## config.mk

```make
export PLATFORM = sky130hd
export DESIGN_NAME = rc_capacitance_meter_sequencer
export DESIGN_NICKNAME = d
export VERILOG_FILES = /design/src/rccm_pkg.sv /design/src/rc_capacitance_meter_sequencer.sv
export VERILOG_INCLUDE_DIRS = /design/src /design/src/src
export SDC_FILE = /design/constraint.sdc
export NUM_CORES = 2
export LEC_CHECK = 0
export ABC_AREA = 1
export BUFFER_PORTS_ARGS = -buffer_cell sky130_fd_sc_hd__clkbuf_2
export CORE_MARGIN = 2
export CORE_UTILIZATION = 42
export CTS_CLUSTER_SIZE = 24
export DETAILED_ROUTE_END_ITERATION = 16
export PLACE_DENSITY = 0.59
export SYNTH_ARGS = -nofsm -noshare
export SYNTH_HDL_FRONTEND = slang
export SYNTH_SLANG_ARGS = --single-unit
```

## constraint.sdc

```tcl
create_clock -name clock -period 23.1 [get_ports clock]
set_clock_uncertainty 0.1 [all_clocks]
set_input_delay 0 -clock clock [delete_from_list [all_inputs] [get_ports clock]]
set_output_delay 0 -clock clock [all_outputs]
set_load 0.02 [all_outputs]
```

## src/rc_capacitance_meter_sequencer_assert.svh

```systemverilog
// ----------------------------------------------------------------------------
// RC capacitance meter sequencer assertion macros
// Shared concurrent assertion forms clocked on the block clock.
// ----------------------------------------------------------------------------
`ifndef RC_CAPACITANCE_METER_SEQUENCER_ASSERT_SVH
`define RC_CAPACITANCE_METER_SEQUENCER_ASSERT_SVH

// Check an invariant on every clock edge outside reset.
`define RCCM_ASSERT_ALWAYS(label, cond, msg) \
   label: assert property (@(posedge clock) disable iff (reset) (cond)) else $error(msg);

// Check that a condition on one edge implies another on the next edge.
`define RCCM_ASSERT_NEXT(label, ante, cons, msg) \
   label: assert property (@(posedge clock) disable iff (reset) (ante) |=> (cons)) \
      else $error(msg);

`endif

```

## src/rccm_pkg.sv

```systemverilog
// ----------------------------------------------------------------------------
// RC capacitance meter package
// Widths, register indexes, reset values, sequencer step and phase codes.
// ----------------------------------------------------------------------------
package rccm_pkg;

   localparam int ADC_W      = 10;
   localparam int COUNT_W    = 24;
   localparam int LEVEL_W    = 10;
   localparam int SETTLE_W   = 16;
   localparam int WAIT_W     = 24;
   localparam int RECIP_W    = 32;
   localparam int ELAPSED_W  = 24;
   localparam int CAP_W      = 32;
   localparam int PHASE_W    = 2;
   localparam int CSR_ADDR_W = 3;
   localparam int CSR_DATA_W = 32;
   localparam int PROD_W     = ELAPSED_W + RECIP_W;
   localparam int CAP_SHIFT  = 16;
   localparam int REQ_DATA_W = 16;
   localparam int RSP_DATA_W = 64;
   localparam int RSP_USED_W = 2 + PHASE_W + ELAPSED_W + CAP_W;

   localparam logic [COUNT_W-1:0] COUNT_MAX = {COUNT_W{1'b1}};

   localparam logic [LEVEL_W-1:0]  CHARGED_RST = LEVEL_W'(1023);
   localparam logic [LEVEL_W-1:0]  UPPER_RST   = LEVEL_W'(900);
   localparam logic [LEVEL_W-1:0]  LOWER_RST   = LEVEL_W'(10);
   localparam logic [SETTLE_W-1:0] SETTLE_RST  = SETTLE_W'(10);
   localparam logic [WAIT_W-1:0]   WAIT_RST    = WAIT_W'(1000);
   localparam logic [RECIP_W-1:0]  RECIP_RST   = RECIP_W'(4294967);

   typedef enum logic [CSR_ADDR_W-1:0] {
      REG_CHARGED_LEVEL   = 3'd0,
      REG_UPPER_THRESHOLD = 3'd1,
      REG_LOWER_THRESHOLD = 3'd2,
      REG_SETTLE_TICKS    = 3'd3,
      REG_WAIT_TICKS      = 3'd4,
      REG_RECIP_RES       = 3'd5
   } csr_index_type;

   typedef enum logic [2:0] {
      ST_BOOT_SETTLE = 3'd0,
      ST_CHG_SETTLE  = 3'd1,
      ST_CHG_WAIT    = 3'd2,
      ST_DIS_SETTLE  = 3'd3,
      ST_MEAS_UP     = 3'd4,
      ST_MEAS_DOWN   = 3'd5,
      ST_WAIT        = 3'd6
   } step_type;

   typedef enum logic [PHASE_W-1:0] {
      PH_CHARGING    = 2'd0,
      PH_DISCHARGING = 2'd1,
      PH_MEASURING   = 2'd2,
      PH_WAITING     = 2'd3
   } phase_type;

   function automatic phase_type phase_of(input step_type s);
      phase_type p;
      case (s)
         ST_BOOT_SETTLE, ST_DIS_SETTLE: p = PH_DISCHARGING;
         ST_MEAS_UP, ST_MEAS_DOWN:      p = PH_MEASURING;
         ST_WAIT:                       p = PH_WAITING;
         default:                       p = PH_CHARGING;
      endcase
      return p;
   endfunction

endpackage

```

## src/rc_capacitance_meter_sequencer.sv

```systemverilog
// ----------------------------------------------------------------------------
// RC capacitance meter sequencer
// Steps the charge, discharge, timing and idle phases of an RC measurement.
// ----------------------------------------------------------------------------
// Usage:
//  - req_ channel: one transaction per millisecond tick, carrying the ADC
//    sample of the capacitor voltage in req_tdata[9:0].
//  - rsp_ channel: exactly one transaction per request, showing the drive
//    pins, phase and, on completion ticks, the elapsed ticks and the Q16.16
//    capacitance (elapsed * recip_resistance >> 16, saturated to 32 bits).
//    rsp_tuser flags the tick on which a measurement completes.
//  - csr_ port: write-only register file; index 0 charged level, 1 upper
//    threshold, 2 lower threshold, 3 settle ticks, 4 wait ticks, 5 reciprocal
//    resistance (2^32 / ohms). Write it only while no transaction is in flight.
// Path: a request is captured in the input register, then the sequencer
//    update is registered into the response register.
// Throughput: one transaction per cycle while rsp_tready is high; the sequencer
//    update and one 24x32 product fit between the input and response registers.
// Reset: synchronous; the sequencer starts in the boot discharge settle step
//    with both drives off and the registers at their reset values.
// Stall: when rsp_tready is low the response holds, the input register
//    keeps one more transaction, and req_tready drops once both are full.
// ----------------------------------------------------------------------------
`include "rc_capacitance_meter_sequencer_assert.svh"

module rc_capacitance_meter_sequencer (
   input  logic                                clock,
   input  logic                                reset,
   // request channel
   input  logic                                req_tvalid,
   output logic                                req_tready,
   input  logic [rccm_pkg::REQ_DATA_W-1:0]     req_tdata,  // [9:0] adc_sample
   // response channel
   output logic                                rsp_tvalid,
   input  logic                                rsp_tready,
   output logic [rccm_pkg::RSP_DATA_W-1:0]     rsp_tdata,  // [0] charge_drive,
                                                           // [1] discharge_drive,
                                                           // [3:2] phase,
                                                           // [27:4] elapsed_ticks,
                                                           // [59:28] capacitance_q16
   output logic                                rsp_tuser,  // [0] result_valid
   // configuration port
   input  logic                                csr_we,
   input  logic [rccm_pkg::CSR_ADDR_W-1:0]     csr_addr,
   input  logic [rccm_pkg::CSR_DATA_W-1:0]     csr_wdata
);

   // -------------------------------------------------------------------------
   // Configuration registers
   // -------------------------------------------------------------------------
   logic [rccm_pkg::LEVEL_W-1:0]  charged_level_ff;
   logic [rccm_pkg::LEVEL_W-1:0]  upper_threshold_ff;
   logic [rccm_pkg::LEVEL_W-1:0]  lower_threshold_ff;
   logic [rccm_pkg::SETTLE_W-1:0] settle_ticks_ff;
   logic [rccm_pkg::WAIT_W-1:0]   wait_ticks_ff;
   logic [rccm_pkg::RECIP_W-1:0]  recip_res_ff;

   always_ff @(posedge clock) begin
      if (reset) begin
         charged_level_ff   <= rccm_pkg::CHARGED_RST;
         upper_threshold_ff <= rccm_pkg::UPPER_RST;
         lower_threshold_ff <= rccm_pkg::LOWER_RST;
         settle_ticks_ff    <= rccm_pkg::SETTLE_RST;
         wait_ticks_ff      <= rccm_pkg::WAIT_RST;
         recip_res_ff       <= rccm_pkg::RECIP_RST;
      end else if (csr_we) begin
         case (rccm_pkg::csr_index_type'(csr_addr))
            rccm_pkg::REG_CHARGED_LEVEL: begin
               charged_level_ff <= csr_wdata[rccm_pkg::LEVEL_W-1:0];
            end
            rccm_pkg::REG_UPPER_THRESHOLD: begin
               upper_threshold_ff <= csr_wdata[rccm_pkg::LEVEL_W-1:0];
            end
            rccm_pkg::REG_LOWER_THRESHOLD: begin
               lower_threshold_ff <= csr_wdata[rccm_pkg::LEVEL_W-1:0];
            end
            rccm_pkg::REG_SETTLE_TICKS: begin
               settle_ticks_ff <= csr_wdata[rccm_pkg::SETTLE_W-1:0];
            end
            rccm_pkg::REG_WAIT_TICKS: begin
               wait_ticks_ff <= csr_wdata[rccm_pkg::WAIT_W-1:0];
            end
            rccm_pkg::REG_RECIP_RES: begin
               recip_res_ff <= csr_wdata[rccm_pkg::RECIP_W-1:0];
            end
            default: begin
               // indexes past the register list are dropped
            end
         endcase
      end
   end

   // -------------------------------------------------------------------------
   // Input register and stage advance
   // -------------------------------------------------------------------------
   logic                         in_valid_ff;
   logic [rccm_pkg::ADC_W-1:0]   in_sample_ff;
   logic                         rsp_valid_ff;
   logic                         advance;

   // The sequencer steps whenever a sample is held and the response slot
   // is free or being drained in this cycle.
   assign advance    = in_valid_ff && (!rsp_valid_ff || rsp_tready);
   assign req_tready = !in_valid_ff || advance;

   always_ff @(posedge clock) begin
      if (reset) begin
         in_valid_ff <= 1'b0;
      end else if (req_tready) begin
         in_valid_ff <= req_tvalid;
      end
   end

   always_ff @(posedge clock) begin
      if (req_tready && req_tvalid) begin
         in_sample_ff <= req_tdata[rccm_pkg::ADC_W-1:0];
      end
   end

   // -------------------------------------------------------------------------
   // Sequencer state
   // -------------------------------------------------------------------------
   rccm_pkg::step_type            step_ff, step_in;
   logic [rccm_pkg::COUNT_W-1:0]  tick_ff, tick_in;
   logic [rccm_pkg::COUNT_W-1:0]  interval_ff, interval_in;
   logic                          charge_pin_ff, charge_pin_in;
   logic                          discharge_pin_ff, discharge_pin_in;
   logic                          done;
   logic                          settle_hit;
   logic                          wait_hit;

   assign settle_hit = tick_ff >= rccm_pkg::COUNT_W'(settle_ticks_ff);
   assign wait_hit   = tick_ff >= rccm_pkg::COUNT_W'(wait_ticks_ff);

   always_comb begin
      step_in          = step_ff;
      tick_in          = tick_ff;
      interval_in      = interval_ff;
      charge_pin_in    = charge_pin_ff;
      discharge_pin_in = discharge_pin_ff;
      done             = 1'b0;
      case (step_ff)
         rccm_pkg::ST_BOOT_SETTLE, rccm_pkg::ST_DIS_SETTLE: begin
            // charger off, settle, then switch the discharger on
            charge_pin_in = 1'b0;
            if (settle_hit) begin
               discharge_pin_in = 1'b1;
               tick_in          = '0;
               step_in          = (step_ff == rccm_pkg::ST_BOOT_SETTLE) ?
                                  rccm_pkg::ST_CHG_SETTLE : rccm_pkg::ST_MEAS_UP;
            end else begin
               tick_in = tick_ff + 1'b1;
            end
         end
         rccm_pkg::ST_CHG_WAIT: begin
            if (in_sample_ff >= charged_level_ff) begin
               tick_in = '0;
               step_in = rccm_pkg::ST_DIS_SETTLE;
            end
         end
         rccm_pkg::ST_MEAS_UP: begin
            if (in_sample_ff < upper_threshold_ff) begin
               interval_in = '0;
               step_in     = rccm_pkg::ST_MEAS_DOWN;
            end
         end
         rccm_pkg::ST_MEAS_DOWN: begin
            // saturating interval count; the sample below the lower level ends it
            if (interval_ff != rccm_pkg::COUNT_MAX) begin
               interval_in = interval_ff + 1'b1;
            end
            if (in_sample_ff < lower_threshold_ff) begin
               done    = 1'b1;
               tick_in = '0;
               step_in = rccm_pkg::ST_WAIT;
            end
         end
         rccm_pkg::ST_WAIT: begin
            if (wait_hit) begin
               tick_in = '0;
               step_in = rccm_pkg::ST_CHG_SETTLE;
            end else begin
               tick_in = tick_ff + 1'b1;
            end
         end
         default: begin
            // charge settle, and the one unused code
            step_in          = rccm_pkg::ST_CHG_SETTLE;
            discharge_pin_in = 1'b0;
            if (settle_hit) begin
               charge_pin_in = 1'b1;
               tick_in       = '0;
               step_in       = rccm_pkg::ST_CHG_WAIT;
            end else begin
               tick_in = tick_ff + 1'b1;
            end
         end
      endcase
   end

   always_ff @(posedge clock) begin
      if (reset) begin
         step_ff          <= rccm_pkg::ST_BOOT_SETTLE;
         tick_ff          <= '0;
         interval_ff      <= '0;
         charge_pin_ff    <= 1'b0;
         discharge_pin_ff <= 1'b0;
      end else if (advance) begin
         step_ff          <= step_in;
         tick_ff          <= tick_in;
         interval_ff      <= interval_in;
         charge_pin_ff    <= charge_pin_in;
         discharge_pin_ff <= discharge_pin_in;
      end
   end

   // -------------------------------------------------------------------------
   // Capacitance: elapsed * reciprocal resistance, drop 16 fraction bits,
   // saturate to 32 bits.
   // -------------------------------------------------------------------------
   logic [rccm_pkg::ELAPSED_W-1:0] elapsed;
   logic [rccm_pkg::PROD_W-1:0]    product;
   logic [rccm_pkg::CAP_W-1:0]     cap;

   assign elapsed = interval_in;
   assign product = rccm_pkg::PROD_W'(elapsed) * rccm_pkg::PROD_W'(recip_res_ff);
   assign cap     = (|product[rccm_pkg::PROD_W-1:rccm_pkg::CAP_SHIFT+rccm_pkg::CAP_W]) ?
                    {rccm_pkg::CAP_W{1'b1}} :
                    product[rccm_pkg::CAP_SHIFT+rccm_pkg::CAP_W-1:rccm_pkg::CAP_SHIFT];

   // -------------------------------------------------------------------------
   // Response register
   // -------------------------------------------------------------------------
   logic                            rsp_charge_ff;
   logic                            rsp_discharge_ff;
   rccm_pkg::phase_type             rsp_phase_ff;
   logic                            rsp_done_ff;
   logic [rccm_pkg::ELAPSED_W-1:0]  rsp_elapsed_ff;
   logic [rccm_pkg::CAP_W-1:0]      rsp_cap_ff;

   always_ff @(posedge clock) begin
      if (reset) begin
         rsp_valid_ff <= 1'b0;
      end else if (advance) begin
         rsp_valid_ff <= 1'b1;
      end else if (rsp_tready) begin
         rsp_valid_ff <= 1'b0;
      end
   end

   always_ff @(posedge clock) begin
      if (advance) begin
         rsp_charge_ff    <= charge_pin_in;
         rsp_discharge_ff <= discharge_pin_in;
         rsp_phase_ff     <= rccm_pkg::phase_of(step_in);
         rsp_done_ff      <= done;
         rsp_elapsed_ff   <= done ? elapsed : '0;
         rsp_cap_ff       <= done ? cap : '0;
      end
   end

   assign rsp_tvalid = rsp_valid_ff;
   assign rsp_tuser  = rsp_done_ff;
   assign rsp_tdata  = {{(rccm_pkg::RSP_DATA_W-rccm_pkg::RSP_USED_W){1'b0}},
                        rsp_cap_ff, rsp_elapsed_ff, rsp_phase_ff,
                        rsp_discharge_ff, rsp_charge_ff};

   // -------------------------------------------------------------------------
   // Assertions
   // -------------------------------------------------------------------------
   `RCCM_ASSERT_ALWAYS(a_drives_exclusive, !(charge_pin_ff && discharge_pin_ff),
      "charge and discharge drives both on")
   `RCCM_ASSERT_ALWAYS(a_chg_wait_drive,
      (step_ff != rccm_pkg::ST_CHG_WAIT) || (charge_pin_ff && !discharge_pin_ff),
      "charge wait step without the charger on")
   `RCCM_ASSERT_ALWAYS(a_done_in_wait,
      !(rsp_valid_ff && rsp_done_ff) || (rsp_phase_ff == rccm_pkg::PH_WAITING),
      "completed measurement not followed by the wait phase")
   `RCCM_ASSERT_NEXT(a_held_sample_kept, in_valid_ff && !advance, in_valid_ff,
      "held sample dropped while the response was stalled")

endmodule

```

==> out/results.txt <==
Status: finished, final reports clean
Worst slew margin: 0.2485
TritonCTS buffer count: 29
Remaining DRCs: 0
Fraction of layout cells with a size suffix above 1: 0.06750
LEAKAGE: 19.21 nW
Fin Setup TNS: 0 ns
HP Class: primary input to register
Cts repair resizes: 0
Largest net degree at the start of global routing: 76
Global-route wire length before repair: 185.2 mm
CP Capture Type: register
First drt pass iteration count: 5
Placed Area: 37590 µm²
I/O pin count: 123
Die area: 87740 µm²
Fin. Hold Viols: 0
Syn_area_per_cell: 8.074 µm²
Via-to-Cell Ratio: 5.248
Placeable core region: 84880 µm²
Worst-Margin Slew: 1.125 ns
Unrepaired setup endpoints after global routing: false
Fin area: 39130 µm²
IO Port Bufs: 112
Die H: 296.2 µm
Int Pwr: 0.001478 W
Congestion Overflow GR: 0
Sw Ratio: 0.5439
ANT nets after route: 0
Peak per-stage delay on the critical path: 0.86 ns
Synth Flop Type: dfxtp_1
Initial antenna violation count: 3
Synth warnings: 0
VDD IR max: 0.00009600 V
Setup crit start kind: register
DR vias: 29886
Max FO, Critical Path: 32
Worst EP arrival: 11.59 ns
Seq pwr share: 0.137
Starting density of the core: 0.4225
Final WL: 119.4 mm
Post-synthesis sequential area ratio: 0.1471
Vias in the first global route: 30657
Multi-input logic area: 25860 µm²
Pre-CTS WS: 11.89 ns
# Post-CTS Setup Buffers: 0
Reg area: 5275 µm²
Hold buffers post-CTS: 63
Clock Tree Root: clkbuf_16
Final WS setup: 11.79 ns
Syn Inst Count: 4442
Htree depth: 1
WL/cell: 20.96 µm
Detail Placement HPWL: 92.36 mm
WS Path Type: register to register
Sw power: 0.001763 W
Gp weighted congestion: 0.9807
Final Max Tran Viols: 0
Async SR Flop Fraction: 0
PD cells: 82.82 nW/µm²
Max_cap viols: 0
Layout Area Growth over Synthesis: 9.120%
Initial DRC Count: 2259
Part of the cycle the worst path needs: 0.4895
GRT Total Usage: 0.2822
Die W: 296.2 µm
Final nets: 5486
Final setup violating endpoints: 0
Required time of the worst setup path: 23.38 ns
Post-synthesis cell type count: 56
Clk Latency, worst-skew pair: 0.63 ns
EDFF count, synth: 71
Bufs on Longest Clock Path: 3
Cell Rows: 107
CTS tree: yes
Worst-path clk slew: 0.07 ns
FMAX: 88.44 MHz
Clock power frac: 0.137
Worst path slowest cell: nor2_4
Comb pwr share: 0.725
Fillcell total: 8537
Clock sinks: 228
Synthesized area: 35860 µm²
Yosys reg bits: 228
Final Critical Period: 11.31 ns
## cells in the mapped netlist (3+ instances only)
| library cell | count | area share |
|---|---|---|
| inv_2 | 8 | 0.00084 |
| buf_6 | 6 | 0.0019 |
| buf_2 | 16 | 0.0022 |
| nor2_4 | 4 | 0.0013 |
| a211oi_1 | 5 | 0.0010 |
| ha_1 | 248 | 0.087 |
| edfxtp_1 | 71 | 0.059 |
| a221oi_1 | 3 | 0.00073 |
| a31oi_1 | 12 | 0.0021 |
| inv_1 | 1049 | 0.11 |
| a21oi_1 | 228 | 0.032 |
| xnor2_1 | 23 | 0.0056 |
| o21bai_1 | 4 | 0.00084 |
| nor3b_1 | 3 | 0.00063 |
| a21boi_0 | 4 | 0.00084 |
| nand4_1 | 21 | 0.0037 |
| nand3_1 | 70 | 0.0098 |
| nor4_1 | 13 | 0.0023 |
| xor2_1 | 25 | 0.0061 |
| o21ai_0 | 163 | 0.023 |
| nand3_2 | 37 | 0.010 |
| nand3b_1 | 8 | 0.0017 |
| buf_4 | 8 | 0.0017 |
| o221ai_1 | 3 | 0.00073 |
| o211ai_1 | 43 | 0.0090 |
| buf_1 | 4 | 0.00042 |
| clkbuf_1 | 152 | 0.016 |
| and3_1 | 5 | 0.00087 |
| dfxtp_1 | 157 | 0.088 |
| nor2_1 | 587 | 0.061 |
| nor2_2 | 4 | 0.00070 |
| nand2_2 | 14 | 0.0024 |
| fa_1 | 657 | 0.37 |
| o21a_1 | 21 | 0.0044 |
| o2111ai_1 | 3 | 0.00073 |
| o21ai_1 | 12 | 0.0017 |
| clkinv_1 | 11 | 0.0012 |
| nor3_1 | 30 | 0.0042 |
| nand2_1 | 686 | 0.072 |
## power by group through the flow
stage          Clock, W  Combinational [W]  Sequential [W]
3_5_place_dp          0            0.00226        0.000453
6_report       0.000445            0.00235        0.000446
3_3_place_gp          0            0.00228        0.000454
5_1_grt        0.000468            0.00259        0.000447
4_1_cts        0.000455            0.00230        0.000445
2_1_floorplan         0            0.00150        0.000452
## cell usage in the layout (no fill, tap or decap), drive strengths merged, types with 2 or more instances in the layout
master       instances
xnor2               23
o21a                21
a211oi               5
a31oi               12
clkinvlp             2
fa                 657
a21boi               4
buf                 60
nand4               21
xor2                25
a221oi               3
clkinv              24
o221ai               3
ha                 248
nor3                31
dlygate4sd3         63
nor4b                2
nor4                14
nand2              702
clkbuf             145
o211ai              44
nor2               596
dfxtp              157
a21oi              228
or2                  2
o31ai                3
inv               1062
o21bai               4
nand3b               8
nand3              108
diode                3
a21o                 2
o2111ai              3
and2                 2
and3                 5
nor3b                3
conb                 4
o21ai              177
edfxtp              71
## routing by layer
metal | GRT usage | wire, µm | vias to the layer above
li1 | - | - | 13487
met3 | 0.05329 | 10810 | 251
met2 | 0.4402 | 52760 | 1273
met1 | 0.3900 | 50800 | 14875
met5 | 0 | 0 | -
met4 | 0.1052 | 5032 | 0
## per-stage QoR
stage | hold WS [ns] | instances | power (W) | util
after floorplan | -0.001131 | 4445 | 0.001956 | -
after global placement | 0.07867 | 5575 | 0.002732 | 0.4429
after detailed placement | 0.07863 | 5575 | 0.002713 | 0.4429
after CTS | 0.003293 | 5692 | 0.003204 | 0.4610
after global routing | 0.01186 | 5692 | 0.003501 | 0.4610
final | 0.02142 | 5695 | 0.003241 | 0.4611
## layout make-up
type	instances	area share
multi-input combinational	2963	0.6609
clock buffer	33	0.01893
antenna	3	0.0001918
tap	1144	0.03658
timing repair buffer	235	0.04195
clock inverter	21	0.004124
sequential	228	0.1348
inverter	1068	0.1025
## flip-flops by register name (all words and copies together), names as in the netlist
register / count
charge_pin_ff: 1
rsp_elapsed_ff: 24
rsp_tuser: 1
rsp_tvalid: 1
rsp_cap_ff: 32
tick_ff: 24
settle_ticks_ff: 16
rsp_charge_ff: 1
discharge_pin_ff: 1
upper_threshold_ff: 10
wait_ticks_ff: 24
rsp_phase_ff: 2
in_sample_ff: 10
interval_ff: 24
charged_level_ff: 10
rsp_discharge_ff: 1
step_ff: 3
recip_res_ff: 32
in_valid_ff: 1
lower_threshold_ff: 10
## cell families after synthesis
logic type                 count (synthesis)  synth area share
DFF                                      228            0.1471
AOI/OAI and AO/OA                        512           0.07941
and+or+nand+nor                         1494            0.1745
xor gates and xnor gates                  48           0.01172
buffers and inverters                   1254            0.1339
adders and majority gates                905            0.4533
other                                      1         0.0001046
## worst max-delay path: cells and delay by family (launching register included)
family,cells,cell delay [ns]
flops,1,0.40
simple gates,15,4.24
xor+xnor,1,0.18
compound gates,1,0.55
fa+ha+maj,8,4.03
buf+inv,10,1.51
## worst paths after layout
kind	endpoint	cells after the start	from	slack, ns
max	rsp_cap_ff[1]$_SDFFCE_PN0P_	35	step_ff[2]$_SDFFE_PP0P_	11.79
min	in_sample_ff[2]$_DFFE_PP_	2	req_tdata[2]	0.02
max reg2reg	rsp_cap_ff[1]$_SDFFCE_PN0P_	35	step_ff[2]$_SDFFE_PP0P_	11.79
min reg2reg	lower_threshold_ff[8]$_SDFFE_PP0P_	2	lower_threshold_ff[8]$_SDFFE_PP0P_	0.36
No activity file was read; power rests on OpenSTA's default activity.
